$ cat src/design/contiguous_fit_allocator_defines.svh
// assertion macros used by the allocator top level
`ifndef CONTIGUOUS_FIT_ALLOCATOR_DEFINES_SVH
`define CONTIGUOUS_FIT_ALLOCATOR_DEFINES_SVH

`ifndef SYNTHESIS

// clocked assertion with an explicit clock and reset
`define CFA_ASSERT_CLK(lbl, clk, rst, prop, msg) \
   lbl: assert property (@(posedge clk) disable iff (rst) prop) else $error(msg);

// clocked assertion on the default clock and reset names
`define CFA_ASSERT(lbl, prop, msg) \
   `CFA_ASSERT_CLK(lbl, clock, reset, prop, msg)

`else

`define CFA_ASSERT_CLK(lbl, clk, rst, prop, msg)
`define CFA_ASSERT(lbl, prop, msg)

`endif

`endif

$ cat src/design/cfa_pkg.sv
// types and constants of the contiguous fit allocator
package cfa_pkg;

   localparam int CMD_W    = 2;
   localparam int MODE_W   = 2;
   localparam int STATUS_W = 3;
   localparam int AMT_W    = 21;

   localparam logic [AMT_W-1:0] TOTAL_RESET = AMT_W'(1048576);

   // commands
   localparam logic [CMD_W-1:0] CMD_ALLOC   = 2'd0;
   localparam logic [CMD_W-1:0] CMD_RELEASE = 2'd1;
   localparam logic [CMD_W-1:0] CMD_COMPACT = 2'd2;

   // fit modes
   localparam logic [MODE_W-1:0] MODE_FIRST = 2'd0;
   localparam logic [MODE_W-1:0] MODE_BEST  = 2'd1;
   localparam logic [MODE_W-1:0] MODE_WORST = 2'd2;

   // response status codes
   localparam logic [STATUS_W-1:0] ST_DONE    = 3'd0;
   localparam logic [STATUS_W-1:0] ST_NOFIT   = 3'd1;
   localparam logic [STATUS_W-1:0] ST_BADMODE = 3'd2;
   localparam logic [STATUS_W-1:0] ST_FULL    = 3'd3;
   localparam logic [STATUS_W-1:0] ST_NOOWNER = 3'd4;

   typedef enum logic [2:0] {
      S_IDLE,
      S_SCAN,
      S_SHIFT,
      S_PLACE,
      S_RELEASE,
      S_COMPACT,
      S_FINISH
   } state_type;

endpackage

$ cat src/design/cfa_ram.sv
// generic single write port, single read port ram with registered read
module cfa_ram #(
   parameter int WIDTH = 8,
   parameter int DEPTH = 16
) (
   input  logic                     clock,
   input  logic                     wr_en,
   input  logic [$clog2(DEPTH)-1:0] wr_addr,
   input  logic [WIDTH-1:0]         wr_data,
   input  logic [$clog2(DEPTH)-1:0] rd_addr,
   output logic [WIDTH-1:0]         rd_data
);

   logic [WIDTH-1:0] mem_ff [DEPTH];
   logic [WIDTH-1:0] rd_data_ff;

   always_ff @(posedge clock) begin
      if (wr_en) begin
         mem_ff[wr_addr] <= wr_data;
      end
      rd_data_ff <= mem_ff[rd_addr];
   end

   assign rd_data = rd_data_ff;

endmodule

$ cat src/design/contiguous_fit_allocator.sv
// contiguous fit allocator top level: sequencer, region table and result register
//
// contiguous memory allocator over a region of csr total_size units (clamped to
// 2**ADDR_BITS). a table of up to MAX_REGIONS allocated regions (base, size, owner)
// is kept in address order in a small ram; the holes are the gaps before the first
// region, between regions and up to the total. an allocation request places its
// block at the start of the hole chosen by fit mode (first, best or worst fit,
// earliest on ties), a release drops every region of the owner and a compaction
// slides all regions down so that no gaps remain. every request gives exactly one
// response. the table ram has one read and one write port and every step of the
// sequencer handles one table entry: an allocation scans the holes, shifts the
// entries above the chosen slot up, places the new entry and writes the result;
// a release or a compaction walks the table once and a rejected request goes
// straight to the result. the block takes a new request only when the sequencer
// is idle, while a finished response may still be waiting in the output register.
// no clearing pass is needed after reset.
`include "contiguous_fit_allocator_defines.svh"

module contiguous_fit_allocator #(
   parameter int MAX_REGIONS = 16,
   parameter int ADDR_BITS   = 20,
   parameter int OWNER_BITS  = 8
) (
   input  logic                                clock,
   input  logic                                reset,
   // configuration
   input  logic                                csr_wr_en,
   input  logic [cfa_pkg::AMT_W-1:0]           csr_wr_data,
   // request channel
   input  logic                                req_valid,
   output logic                                req_stall,
   input  logic [cfa_pkg::CMD_W-1:0]           req_cmd,
   input  logic [OWNER_BITS-1:0]               req_owner_id,
   input  logic [cfa_pkg::AMT_W-1:0]           req_amount,
   input  logic [cfa_pkg::MODE_W-1:0]          req_fit_mode,
   // response channel
   output logic                                rsp_valid,
   input  logic                                rsp_stall,
   output logic                                rsp_ok,
   output logic [cfa_pkg::STATUS_W-1:0]        rsp_status,
   output logic [ADDR_BITS-1:0]                rsp_granted_base,
   output logic [$clog2(MAX_REGIONS+1)-1:0]    rsp_freed_count
);

   import cfa_pkg::*;

   // index wide enough to hold the region count itself
   localparam int IDX_W   = $clog2(MAX_REGIONS + 1);
   localparam int AW      = $clog2(MAX_REGIONS);
   localparam int ENTRY_W = ADDR_BITS + AMT_W + OWNER_BITS;
   // hole ends are base + size, one bit above the wider of the two
   localparam int SUM_W   = ((ADDR_BITS > AMT_W) ? ADDR_BITS : AMT_W) + 1;
   localparam logic [SUM_W-1:0] SPAN = SUM_W'(1) << ADDR_BITS;

   // control state
   state_type         state_ff, state_in;
   logic [IDX_W-1:0]  count_ff, count_in;
   logic [AMT_W-1:0]  total_size_ff;
   logic              rsp_valid_ff, rsp_valid_in;

   // request held while the sequencer works
   logic [OWNER_BITS-1:0] owner_ff, owner_in;
   logic [AMT_W-1:0]      amount_ff, amount_in;
   logic [MODE_W-1:0]     mode_ff, mode_in;

   // sequencer datapath
   logic [IDX_W-1:0]     idx_ff, idx_in;
   logic [IDX_W-1:0]     wp_ff, wp_in;        // release write pointer
   logic [SUM_W-1:0]     prev_end_ff, prev_end_in;
   logic                 found_ff;
   logic [SUM_W-1:0]     pv_ff;
   logic [IDX_W-1:0]     pick_ff;
   logic [ADDR_BITS-1:0] start_ff;
   logic [ADDR_BITS-1:0] next_ff, next_in;    // compaction fill address

   // result waiting for the output register
   logic                 res_ok_ff, res_ok_in;
   logic [STATUS_W-1:0]  res_status_ff, res_status_in;
   logic [ADDR_BITS-1:0] res_base_ff, res_base_in;
   logic [IDX_W-1:0]     res_freed_ff, res_freed_in;

   // output register
   logic                 rsp_ok_ff;
   logic [STATUS_W-1:0]  rsp_status_ff;
   logic [ADDR_BITS-1:0] rsp_base_ff;
   logic [IDX_W-1:0]     rsp_freed_ff;

   // table ram
   logic               ram_we;
   logic [AW-1:0]      ram_wr_addr;
   logic [ENTRY_W-1:0] ram_wr_data;
   logic [AW-1:0]      ram_rd_addr;
   logic [ENTRY_W-1:0] ram_rd_data;

   logic [ADDR_BITS-1:0]  rd_base;
   logic [AMT_W-1:0]      rd_size;
   logic [OWNER_BITS-1:0] rd_owner;

   // hole evaluation unit
   logic                 accept;
   logic                 out_load;
   logic [IDX_W-1:0]     idx_inc;
   logic [IDX_W-1:0]     idx_dec;
   logic [SUM_W-1:0]     eff_total;
   logic [SUM_W-1:0]     hole_end;
   logic [SUM_W-1:0]     hole_size;
   logic                 hole_fits;
   logic                 take;
   logic                 found_nx;
   logic [SUM_W-1:0]     pv_nx;
   logic [IDX_W-1:0]     pick_nx;
   logic [ADDR_BITS-1:0] start_nx;
   logic                 scan_last;
   logic                 scan_done;
   logic                 scan_ok;
   logic                 shift_done;
   logic                 seq_last;
   logic                 rel_match;
   logic                 mode_bad;
   logic                 table_full;

   cfa_ram #(
      .WIDTH (ENTRY_W),
      .DEPTH (MAX_REGIONS)
   ) u_table (
      .clock   (clock),
      .wr_en   (ram_we),
      .wr_addr (ram_wr_addr),
      .wr_data (ram_wr_data),
      .rd_addr (ram_rd_addr),
      .rd_data (ram_rd_data)
   );

   assign rd_base  = ram_rd_data[ENTRY_W-1 -: ADDR_BITS];
   assign rd_size  = ram_rd_data[AMT_W+OWNER_BITS-1 -: AMT_W];
   assign rd_owner = ram_rd_data[OWNER_BITS-1:0];

   assign accept     = req_valid && (state_ff == S_IDLE);
   assign req_stall  = (state_ff != S_IDLE);
   assign out_load   = (state_ff == S_FINISH) && (!rsp_valid_ff || !rsp_stall);
   assign idx_inc    = idx_ff + IDX_W'(1);
   assign idx_dec    = idx_ff - IDX_W'(1);
   assign mode_bad   = (req_fit_mode != MODE_FIRST) && (req_fit_mode != MODE_BEST) &&
                       (req_fit_mode != MODE_WORST);
   assign table_full = (count_ff >= IDX_W'(MAX_REGIONS));

   // total clamped to the address span
   assign eff_total = (SUM_W'(total_size_ff) > SPAN) ? SPAN : SUM_W'(total_size_ff);

   // hole idx runs from the end of the previous region to this region's base,
   // the last hole up to the total; a hole that ends below its start is empty
   assign scan_last = (idx_ff == count_ff);
   assign hole_end  = scan_last ? eff_total : SUM_W'(rd_base);
   assign hole_size = (hole_end > prev_end_ff) ? (hole_end - prev_end_ff) : '0;
   assign hole_fits = (hole_size >= SUM_W'(amount_ff));

   always_comb begin
      case (mode_ff)
         MODE_FIRST: take = hole_fits && !found_ff;
         MODE_BEST:  take = hole_fits && (!found_ff || (hole_size < pv_ff));
         default:    take = !found_ff || (hole_size > pv_ff);
      endcase
   end

   assign found_nx  = found_ff || take;
   assign pv_nx     = take ? hole_size : pv_ff;
   assign pick_nx   = take ? idx_ff : pick_ff;
   assign start_nx  = take ? prev_end_ff[ADDR_BITS-1:0] : start_ff;
   assign scan_done = scan_last || ((mode_ff == MODE_FIRST) && hole_fits);
   // worst fit keeps the largest hole and only then checks it against the amount
   assign scan_ok   = found_nx && ((mode_ff != MODE_WORST) || (pv_nx >= SUM_W'(amount_ff)));

   // shifting ends once the entry at the chosen slot has moved up
   assign shift_done = (idx_dec == pick_ff);
   assign seq_last   = (idx_inc == count_ff);
   assign rel_match  = (rd_owner == owner_ff);

   // next state
   always_comb begin
      state_in = state_ff;
      case (state_ff)
         S_IDLE: begin
            if (accept) begin
               case (req_cmd)
                  CMD_ALLOC: begin
                     if (mode_bad || table_full || (req_amount == '0)) begin
                        state_in = S_FINISH;
                     end else begin
                        state_in = S_SCAN;
                     end
                  end
                  CMD_RELEASE: state_in = (count_ff == '0) ? S_FINISH : S_RELEASE;
                  CMD_COMPACT: state_in = (count_ff == '0) ? S_FINISH : S_COMPACT;
                  default:     state_in = S_FINISH;
               endcase
            end
         end
         S_SCAN: begin
            if (scan_done) begin
               if (!scan_ok) begin
                  state_in = S_FINISH;
               end else if (pick_nx == count_ff) begin
                  state_in = S_PLACE;
               end else begin
                  state_in = S_SHIFT;
               end
            end
         end
         S_SHIFT:   state_in = shift_done ? S_PLACE : S_SHIFT;
         S_PLACE:   state_in = S_FINISH;
         S_RELEASE: state_in = seq_last ? S_FINISH : S_RELEASE;
         S_COMPACT: state_in = seq_last ? S_FINISH : S_COMPACT;
         S_FINISH:  state_in = out_load ? S_IDLE : S_FINISH;
         default:   state_in = S_IDLE;
      endcase
   end

   // datapath and ram control
   always_comb begin
      count_in      = count_ff;
      owner_in      = owner_ff;
      amount_in     = amount_ff;
      mode_in       = mode_ff;
      idx_in        = idx_ff;
      wp_in         = wp_ff;
      prev_end_in   = prev_end_ff;
      next_in       = next_ff;
      res_ok_in     = res_ok_ff;
      res_status_in = res_status_ff;
      res_base_in   = res_base_ff;
      res_freed_in  = res_freed_ff;
      ram_we        = 1'b0;
      ram_wr_addr   = idx_ff[AW-1:0];
      ram_wr_data   = ram_rd_data;
      ram_rd_addr   = idx_inc[AW-1:0];

      case (state_ff)
         S_IDLE: begin
            ram_rd_addr = '0;
            if (accept) begin
               owner_in      = req_owner_id;
               amount_in     = req_amount;
               mode_in       = req_fit_mode;
               idx_in        = '0;
               wp_in         = '0;
               prev_end_in   = '0;
               next_in       = '0;
               res_ok_in     = 1'b0;
               res_status_in = ST_DONE;
               res_base_in   = '0;
               res_freed_in  = '0;
               case (req_cmd)
                  CMD_ALLOC: begin
                     if (mode_bad) begin
                        res_status_in = ST_BADMODE;
                     end else if (table_full) begin
                        res_status_in = ST_FULL;
                     end else if (req_amount == '0) begin
                        res_status_in = ST_NOFIT;
                     end
                  end
                  CMD_RELEASE: res_status_in = ST_NOOWNER;
                  CMD_COMPACT: res_ok_in = 1'b1;
                  default:     res_status_in = ST_BADMODE;
               endcase
            end
         end
         S_SCAN: begin
            prev_end_in = SUM_W'(rd_base) + SUM_W'(rd_size);
            if (scan_done) begin
               // move the top entry first
               idx_in      = count_ff;
               ram_rd_addr = idx_dec[AW-1:0];
               ram_rd_addr = AW'(count_ff - IDX_W'(1));
               if (!scan_ok) begin
                  res_status_in = ST_NOFIT;
               end
            end else begin
               idx_in = idx_inc;
            end
         end
         S_SHIFT: begin
            ram_we      = 1'b1;
            ram_wr_addr = idx_ff[AW-1:0];
            ram_wr_data = ram_rd_data;
            idx_in      = idx_dec;
            ram_rd_addr = AW'(idx_ff - IDX_W'(2));
         end
         S_PLACE: begin
            ram_we      = 1'b1;
            ram_wr_addr = pick_ff[AW-1:0];
            ram_wr_data = {start_ff, amount_ff, owner_ff};
            count_in    = count_ff + IDX_W'(1);
            res_ok_in   = 1'b1;
            res_base_in = start_ff;
         end
         S_RELEASE: begin
            if (rel_match) begin
               res_freed_in = res_freed_ff + IDX_W'(1);
            end else begin
               ram_we      = 1'b1;
               ram_wr_addr = wp_ff[AW-1:0];
               ram_wr_data = ram_rd_data;
               wp_in       = wp_ff + IDX_W'(1);
            end
            idx_in = idx_inc;
            if (seq_last) begin
               count_in = wp_in;
               if (res_freed_in != '0) begin
                  res_ok_in     = 1'b1;
                  res_status_in = ST_DONE;
               end
            end
         end
         S_COMPACT: begin
            ram_we      = 1'b1;
            ram_wr_addr = idx_ff[AW-1:0];
            ram_wr_data = {next_ff, rd_size, rd_owner};
            next_in     = ADDR_BITS'(SUM_W'(next_ff) + SUM_W'(rd_size));
            idx_in      = idx_inc;
         end
         default: begin
            ram_we = 1'b0;
         end
      endcase
   end

   // response register: loads when empty or being taken
   always_comb begin
      if (out_load) begin
         rsp_valid_in = 1'b1;
      end else if (!rsp_stall) begin
         rsp_valid_in = 1'b0;
      end else begin
         rsp_valid_in = rsp_valid_ff;
      end
   end

   always_ff @(posedge clock) begin
      if (reset) begin
         state_ff      <= S_IDLE;
         count_ff      <= '0;
         total_size_ff <= TOTAL_RESET;
         rsp_valid_ff  <= 1'b0;
      end else begin
         state_ff     <= state_in;
         count_ff     <= count_in;
         rsp_valid_ff <= rsp_valid_in;
         if (csr_wr_en) begin
            total_size_ff <= csr_wr_data;
         end
      end
   end

   always_ff @(posedge clock) begin
      owner_ff      <= owner_in;
      amount_ff     <= amount_in;
      mode_ff       <= mode_in;
      idx_ff        <= idx_in;
      wp_ff         <= wp_in;
      prev_end_ff   <= prev_end_in;
      next_ff       <= next_in;
      res_ok_ff     <= res_ok_in;
      res_status_ff <= res_status_in;
      res_base_ff   <= res_base_in;
      res_freed_ff  <= res_freed_in;
      // best candidate so far, cleared for every new request
      if (accept) begin
         found_ff <= 1'b0;
         pv_ff    <= '0;
         pick_ff  <= '0;
         start_ff <= '0;
      end else if (state_ff == S_SCAN) begin
         found_ff <= found_nx;
         pv_ff    <= pv_nx;
         pick_ff  <= pick_nx;
         start_ff <= start_nx;
      end
      if (out_load) begin
         rsp_ok_ff     <= res_ok_ff;
         rsp_status_ff <= res_status_ff;
         rsp_base_ff   <= res_base_ff;
         rsp_freed_ff  <= res_freed_ff;
      end
   end

   assign rsp_valid        = rsp_valid_ff;
   assign rsp_ok           = rsp_ok_ff;
   assign rsp_status       = rsp_status_ff;
   assign rsp_granted_base = rsp_base_ff;
   assign rsp_freed_count  = rsp_freed_ff;

   // checks
   `CFA_ASSERT(a_count_range, count_ff <= IDX_W'(MAX_REGIONS), "region count out of range")
   `CFA_ASSERT(a_shift_above_pick, (state_ff == S_SHIFT) |-> (idx_ff > pick_ff), "shift below slot")
   `CFA_ASSERT(a_place_grows, (state_ff == S_PLACE) |=> (count_ff == $past(count_ff) + IDX_W'(1)), "placement did not grow table")
   `CFA_ASSERT(a_ok_is_done, rsp_valid_ff |-> (!rsp_ok_ff || (rsp_status_ff == ST_DONE)), "ok with error status")
   `CFA_ASSERT(a_write_in_work, ram_we |-> ((state_ff != S_IDLE) && (state_ff != S_SCAN) && (state_ff != S_FINISH)), "table written outside work")

endmodule

$ cat config.mk
export PLATFORM = sky130hd
export DESIGN_NAME = contiguous_fit_allocator
export DESIGN_NICKNAME = d
export VERILOG_FILES = /design/src/design/cfa_pkg.sv /design/src/design/cfa_ram.sv /design/src/design/contiguous_fit_allocator.sv
export VERILOG_INCLUDE_DIRS = /design/src /design/src/design
export SDC_FILE = /design/constraint.sdc
export NUM_CORES = 2
export LEC_CHECK = 0
export BUFFER_PORTS_ARGS = -buffer_cell sky130_fd_sc_hd__buf_4
export CAP_MARGIN = 5
export CORE_ASPECT_RATIO = 2
export CORE_UTILIZATION = 38
export DETAILED_ROUTE_END_ITERATION = 10
export PLACE_DENSITY = 0.58
export RECOVER_POWER = 100
export REMOVE_ABC_BUFFERS = 1
export SKIP_CTS_REPAIR_TIMING = 1
export SYNTH_ARGS = -nofsm -noshare
export SYNTH_HDL_FRONTEND = slang
export SYNTH_HIERARCHICAL = 1
export SYNTH_SLANG_ARGS = --single-unit
export TNS_END_PERCENT = 5
$ cat constraint.sdc
create_clock -name clock -period 9 [get_ports clock]
set_input_delay 1.8 -clock clock [delete_from_list [all_inputs] [get_ports clock]]
set_output_delay 1.8 -clock clock [all_outputs]
set_load 0.01 [all_outputs]
== After elaboration in Yosys (flattened, before gate mapping) ==
Memory sizes are Yosys's and may differ from the RTL's. A register that Yosys moved wholly into a read port is not among the register bits.
Index checks and enable logic that the tools add are counted.
W data, S select, Z words.

* Equal/unequal tests: 23
* Add/sub/neg operators: 10
* Order comparisons: 7
* Reduce and logical (&&, ||, !) cells: 48
* Mux-type cells: 60

{| class="wikitable"
|+ Operator list
! cell !! count
|-
| $pmux W49 S2 || 1
|-
| $pmux W20 S2 || 2
|-
| $mux W22 || 3
|-
| $ge A22 B21 Y1 || 2
|-
| $pmux W22 S2 || 1
|-
| $mux W21 || 2
|-
| $mux W5 || 7
|-
| $mux W3 || 10
|-
| $pmux W5 S2 || 3
|-
| $pmux W3 S3 || 3
|-
| $add A20 B21 Y22 || 1
|-
| $gt A21 B22 Y1 || 1
|-
| $gt A22 B22 Y1 || 1
|-
| $lt A22 B22 Y1 || 1
|-
| $sub A21 B22 Y22 || 1
|-
| $gt A21 B21 Y1 const B || 1
|-
| $logic_not A21 Y1 || 1
|-
| $pmux W3 S7 || 1
|-
| $add A20 B20 Y20 || 1
|-
| $add A5 B1 Y5 const B || 4
|-
| $eq A5 B5 Y1 || 4
|-
| $mux W20 || 1
|-
| $pmux W5 S4 || 1
|-
| $reduce_and A2 Y1 || 9
|-
| other kinds (33) || 86
|}

* Input bits: 59
* Word-level logic and storage cells: 172
* Bits in registers: 219
* Memories kept: 1
* Memory bits (writable): 784
* Output and inout port bits: 31

{| class="wikitable"
|+ Memory list
! memory !! depth !! bits a word !! read ports !! clocked after Yosys merged registers in !! wr ports !! line !! source
|-
| u_table.mem_ff || 16 || 49 || 1 || 1 || 1 || cfa_ram.sv:14 || <nowiki>logic [WIDTH-1:0] mem_ff [DEPTH];</nowiki>
|}

== Depth between registers and ports, before layout ==
* Depth in word-level cells: 16
* Gate-level depth with buffers: 45
* Mapped depth without buffers: 41

== Cells and area by module ==
The synthesis kept the hierarchy.

{| class="wikitable"
|+ By module, submodules not included
! module !! cells each !! area an instance (um2) !! times used !! seq. area each (um2)
|-
| cfa_ram || 1268 || 30336.6 || 1 || 24523.5
|-
| contiguous_fit_allocator || 1597 || 14695.3 || 1 || 5795.6
|}

== Worst setup path before layout ==
No wires, ideal clock.

* Kind: register to register
* Start point: register idx_ff[3]
* End point: register res_status_ff[0] (enable)
* Slack: 0.109 ns
* Path buffers: 3
* Library setup time: 0.345 ns
* Period minus slack after synthesis: 8.891 ns
* Arrival: 8.546 ns
* Stages on the path, launching flop included: 43
* Data required time: 8.655 ns
* Cells stage by stage: edfxtp_1 -> clkbuf_1 -> xor2_1 -> nor3_1 -> nand4b_1 -> clkbuf_1 -> a22oi_1 -> ha_1 -> inv_1 -> fa_1 -> a21o_1 -> a221oi_2 -> a21oi_1 -> a21o_1 -> a21o_1 -> a2111oi_0 -> nor3_1 -> a31oi_1 -> [... 7 more ...] -> a31oi_1 -> o211a_1 -> o21ai_2 -> o31ai_4 -> buf_2 -> mux2_2 -> ha_1 -> a21o_1 -> a21o_1 -> a21o_1 -> a21o_1 -> a2111o_1 -> a21oi_1 -> inv_1 -> o21ai_0 -> mux2_2 -> a31oi_1 -> nor3_1

* Longest elaborated chain between the ends: 14
* Elaborated cells between the ends (all ways): 26
* Those cells by class: add/sub: 2; order compare: 5; eq/ne: 5; mux: 4; reduce/logical: 10

{| class="wikitable"
|+ Ends and longest elaborated chain
! what !! line !! source
|-
| start, declared || contiguous_fit_allocator.sv:67 || <nowiki>logic [IDX_W-1:0] idx_ff, idx_in;</nowiki>
|-
| start signal, assigned || contiguous_fit_allocator.sv:359 || <nowiki>idx_ff <= idx_in;</nowiki>
|-
| $eq A5 B5 Y1 (*) || contiguous_fit_allocator.sv:152 || <nowiki>assign scan_last = (idx_ff == count_ff);</nowiki>
|-
| $mux W21 (*) || contiguous_fit_allocator.sv:153 || <nowiki>assign hole_end = scan_last ? eff_total : SUM_W'(rd_base);</nowiki>
|-
| $sub A21 B22 Y22 or $gt A21 B22 Y1 (tied branches) || contiguous_fit_allocator.sv:154 || <nowiki>assign hole_size = (hole_end > prev_end_ff) ? (hole_end - prev_end_ff) : '0;</nowiki>
|-
| $mux W22 (*) || contiguous_fit_allocator.sv:154 ||
|-
| $lt A22 B22 Y1 || contiguous_fit_allocator.sv:160 || <nowiki>MODE_BEST: take = hole_fits && (!found_ff || (hole_size < pv_ff));</nowiki>
|-
| $logic_or A1 B1 Y1 || contiguous_fit_allocator.sv:160 ||
|-
| $logic_and A1 B1 Y1 || contiguous_fit_allocator.sv:160 ||
|-
| $pmux W1 S2 || contiguous_fit_allocator.sv:158 || <nowiki>case (mode_ff)</nowiki>
|-
| $mux W22 (*) || contiguous_fit_allocator.sv:166 || <nowiki>assign pv_nx = take ? hole_size : pv_ff;</nowiki>
|-
| named net pv_nx[16] || contiguous_fit_allocator.sv:110 || <nowiki>logic [SUM_W-1:0] pv_nx;</nowiki>
|-
| $ge A22 B21 Y1 (*) || contiguous_fit_allocator.sv:171 || <nowiki>assign scan_ok = found_nx && ((mode_ff != MODE_WORST) || (pv_nx >= SUM_W'(amount_ff)));</nowiki>
|-
| $logic_or A1 B1 Y1 (*) || contiguous_fit_allocator.sv:171 ||
|-
| $logic_and A1 B1 Y1 (*) || contiguous_fit_allocator.sv:171 ||
|-
| $ne A2 B2 Y1 (no line) (*) || n/a ||
|-
| $reduce_and A6 Y1 (no line) (*) || n/a ||
|-
| end signal, assigned || contiguous_fit_allocator.sv:364 || <nowiki>res_status_ff <= res_status_in;</nowiki>
|-
| end, declared || contiguous_fit_allocator.sv:78 || <nowiki>logic [STATUS_W-1:0] res_status_ff, res_status_in;</nowiki>
|}

The timed path passes the listed nets; every way through them passes the cells marked *.
A chain may end at the register's enable or synchronous reset.

== Worst setup path after layout ==
* Start point: register idx_ff[0]
* End point: register res_status_ff[0] (enable)

Same word-level chain as after synthesis.

==> results.py <==
metrics = {
    "run_status": {
        "outcome": "complete, but fails checks",
        "failed_checks": "max-capacitance violations, max-slew violations",
    },
    "final_layout": {
        "final_common_cell": "edfxtp_1",
        "final_cell_area_mm2": 0.0510,
        "drive_gt1_share_pct": 16.7,
        "nNetsFinal": 3254,
        "fillCellCount": 10579,
        "final_cell_mix": "925 x edfxtp_1, 196 x mux4_2, 179 x nor2_1",
        "syn_to_final_growth_pct": 13.3,
        "stdcell_count": 4663,
    },
    "setup_path": {
        "reg2reg_slack_ns": 0.37,
        "setup.worst_path.end_class": "register",
        "worst_r2r_endpoint": "res_status_ff[0]",
        "r2r-start": "idx_ff[0]",
        "critPathSlowestCell": "edfxtp_1",
        "rr_worst_depth": 41,
        "crit_top_cell": "a21o_1",
        "start_kind": "register",
        "arrival_ns": 9.05,
        "crit_type": "register to register",
        "cp_slowest_stage_delay_ns": 0.41,
        "cp_max_fo": 4,
        "cp_data_required_time_ns": 9.42,
    },
    "clock_tree": {
        "clkTransAtPathRegs_ns": 0.07,
        "clock_latency_ns": 0.72,
        "cts_tree": "built",
        "clock_sinks": 1052,
        "cts_buffer_depth": 3,
        "root_buffer": "clkbuf_16",
        "cts_made_buffers": 92,
        "ctsHtreeMaxLevel": 3,
    },
    "routing": {
        "wl_per_cell_um": 27.7,
        "dr.pass1.iters": 5,
        "ant_nets": 0,
        "wl_um": 129000,
        "drcViolationCount": 0,
        "vias_per_cell": 5.65,
        "vias": 26339,
        "first_iter_violations": 2200,
    },
    "power": {
        "ir_drop_uv": 283,
        "p_total_mw": 21.3,
        "p_leak_nw": 17.2,
        "power_density_mw_per_mm2": 418,
    },
    "timing": {
        "drv_slew": 825,
        "tightest_slew_ns": 3.24,
        "fin_skew_ns": 0.0444,
        "setup_violations": 0,
        "timing.final.crit_share_pct": 95.9,
        "hold_viol": 0,
        "fmax_mhz": 116,
        "fin_crit_ns": 8.63,
        "relSlewSlack_pct": -117,
    },
    "placed_design": {
        "io_buffers": 89,
        "gp_congestion": 0.930,
        "dpl.hpwl_um": 81600,
        "numPlacedInstances": 4486,
        "place_area_mm2": 0.0483,
    },
    "die": {
        "die_x_um": 245,
        "rows": 178,
        "num_io_pins": 90,
        "initial_core_util_pct": 38.3,
        "die-height_um": 489,
        "die-area_mm2": 0.120,
        "coreArea_mm2": 0.118,
    },
    "synthesis": {
        "ys_ff_latch": 1052,
        "synth_warnings": 6,
        "async_flop_share_pct": 0,
        "synth_top_area_share_pct": 61.7,
        "syn_area_per_cell_um2": 15.7,
        "synth_top_cell_by_area": "edfxtp_1",
        "yosysUniqueCellTypes": 80,
        "synthFlopType": "edfxtp_1",
        "syn_inst": 2865,
        "ys_seq_area_share_pct": 67.3,
        "syn_area_mm2": 0.0450,
        "synth_area_leaders": "edfxtp_1 62%, mux4_2 9.8%, dfxtp_1 5.6%",
        "synth_edf_count": 925,
    },
    "global_route": {
        "grt_pass1_vias": 26972,
        "grtUsageTotal_pct": 21.7,
        "grt_max_degree": 69,
        "grt-ovfl-total": 0,
        "grt_pass1_wl_um": 186000,
        "antenna_found_initial": 5,
    },
    "worst_hold_path": {
        "holdPathStages": 0,
        "hp-start": "res_base_ff[19]",
        "min_to": "rsp_granted_base[19]",
        "min_path_type": "register to register",
    },
    "flow_run": {
        "cap_violations": 31,
    },
}
==> layout make-up <==
| class | count | area [um^2] | area share (%) |
|---|---|---|---|
| well taps | 1530 | 1910 | 3.75 |
| repair buffers | 231 | 1450 | 2.84 |
| multi-input cells | 1573 | 13900 | 27.3 |
| clock buffers | 120 | 2490 | 4.88 |
| flip-flops and latches | 1052 | 30300 | 59.4 |
| inverters | 105 | 395 | 0.775 |
| clock inverters | 49 | 547 | 1.07 |
| diodes | 3 | 7.51 | 0.0147 |
==> power by group <==
part	total [mW]	switching (mW)	leakage (nW)	internal (mW)
logic	9.81	5.89	6.20	3.92
clock network	4.07	1.82	1.48	2.26
registers	7.44	0.540	9.50	6.90
==> logic make-up (layout without fill, tap and decap cells) <==
kind of cell,after synthesis,in the layout,share of synthesized area (%)
AND/OR/NAND/NOR,588,588,6.04
flip-flops,1052,1052,67.3
XOR/XNOR,80,80,1.56
AO/OA/AOI/OAI,496,496,7.32
other,0,3,0
adder cells (fa/ha/maj),140,140,3.94
buffers and inverters,240,505,2.33
multiplexers,269,269,11.5
==> layer usage <==
metal	vias up	global-route usage, %	wire [um]
li1	11574	-	-
met1	13571	25.9	49700
met2	888	37.6	64200
met3	300	2.89	6720
met4	6	12.3	8310
met5	-	0	36
==> cells in the mapped netlist (5+ instances only) <==
cell type    n
and3_1      13
and2_1      34
mux4_2     196
nand4_1     13
a31oi_1     12
a22o_1      19
clkbuf_1    90
inv_1      105
buf_6        9
a22oi_1    108
nand3b_1     5
nor2b_1     13
a21oi_1    115
or3_1       10
o21ai_0    102
o22ai_1     22
xor2_1      37
buf_1        6
o21a_1       5
nand3_1     31
nand2_1    177
nor4_1      11
mux2_2      19
nor3_1      40
dfxtp_1    127
xnor2_1     43
edfxtp_1   925
a211oi_1    10
mux2i_1     54
a2111oi_0    6
buf_2       15
buf_4       14
nor2_1     192
nand2b_1    21
nor3b_1      8
a21o_1      27
and4_1       7
ha_1       137
==> how the worst max path moves through the flow <==
stage	from	endpoint	slack [ns]	cells past startpoint
after floorplan	idx_ff[0]	u_table/rd_data[0]	-24.51	31
after global placement	idx_ff[3]	res_status_ff[2]	-0.1	41
after detailed placement	idx_ff[3]	res_status_ff[0]	-0.27	41
after CTS	idx_ff[3]	res_status_ff[0]	-0.32	41
after global routing	idx_ff[0]	res_status_ff[1]	-0.06	41
final	idx_ff[0]	res_status_ff[0]	0.37	41
==> per-stage QoR <==
step | setup TNS (ns) | utilization (%) | hold slack, ns | setup slack (ns)
final | 0 | 43.4 | 0.409 | 0.367
after floorplan | -1207.25 | - | 0.400 | -24.51
after global routing | -0.176 | 43.4 | 0.423 | -0.0588
after global placement | -0.286 | 41.1 | 0.405 | -0.0952
after detailed placement | -0.806 | 41.1 | 0.405 | -0.269
after CTS | -0.970 | 43.7 | 0.413 | -0.323
==> registers in the layout, indices dropped and copies added, names as in the netlist, 8 cells and up <==
register,count
start_ff,20
next_ff,20
pv_ff,22
prev_end_ff,22
u_table/mem_ff,784
amount_ff,21
rsp_granted_base,20
total_size_ff,21
u_table/rd_data,49
owner_ff,8
res_base_ff,20
==> critical path: cells and delay by family, from the launching register on <==
kind	cells	cell delay, ns
AOI/OAI and AO/OA	20	3.94
buffers and inverters	6	0.72
muxes	2	0.50
adders and majority gates	4	1.06
and+or+nand+nor	7	1.13
DFF	1	0.41
xor gates and xnor gates	2	0.52
(Power assumes the default switching activity.)
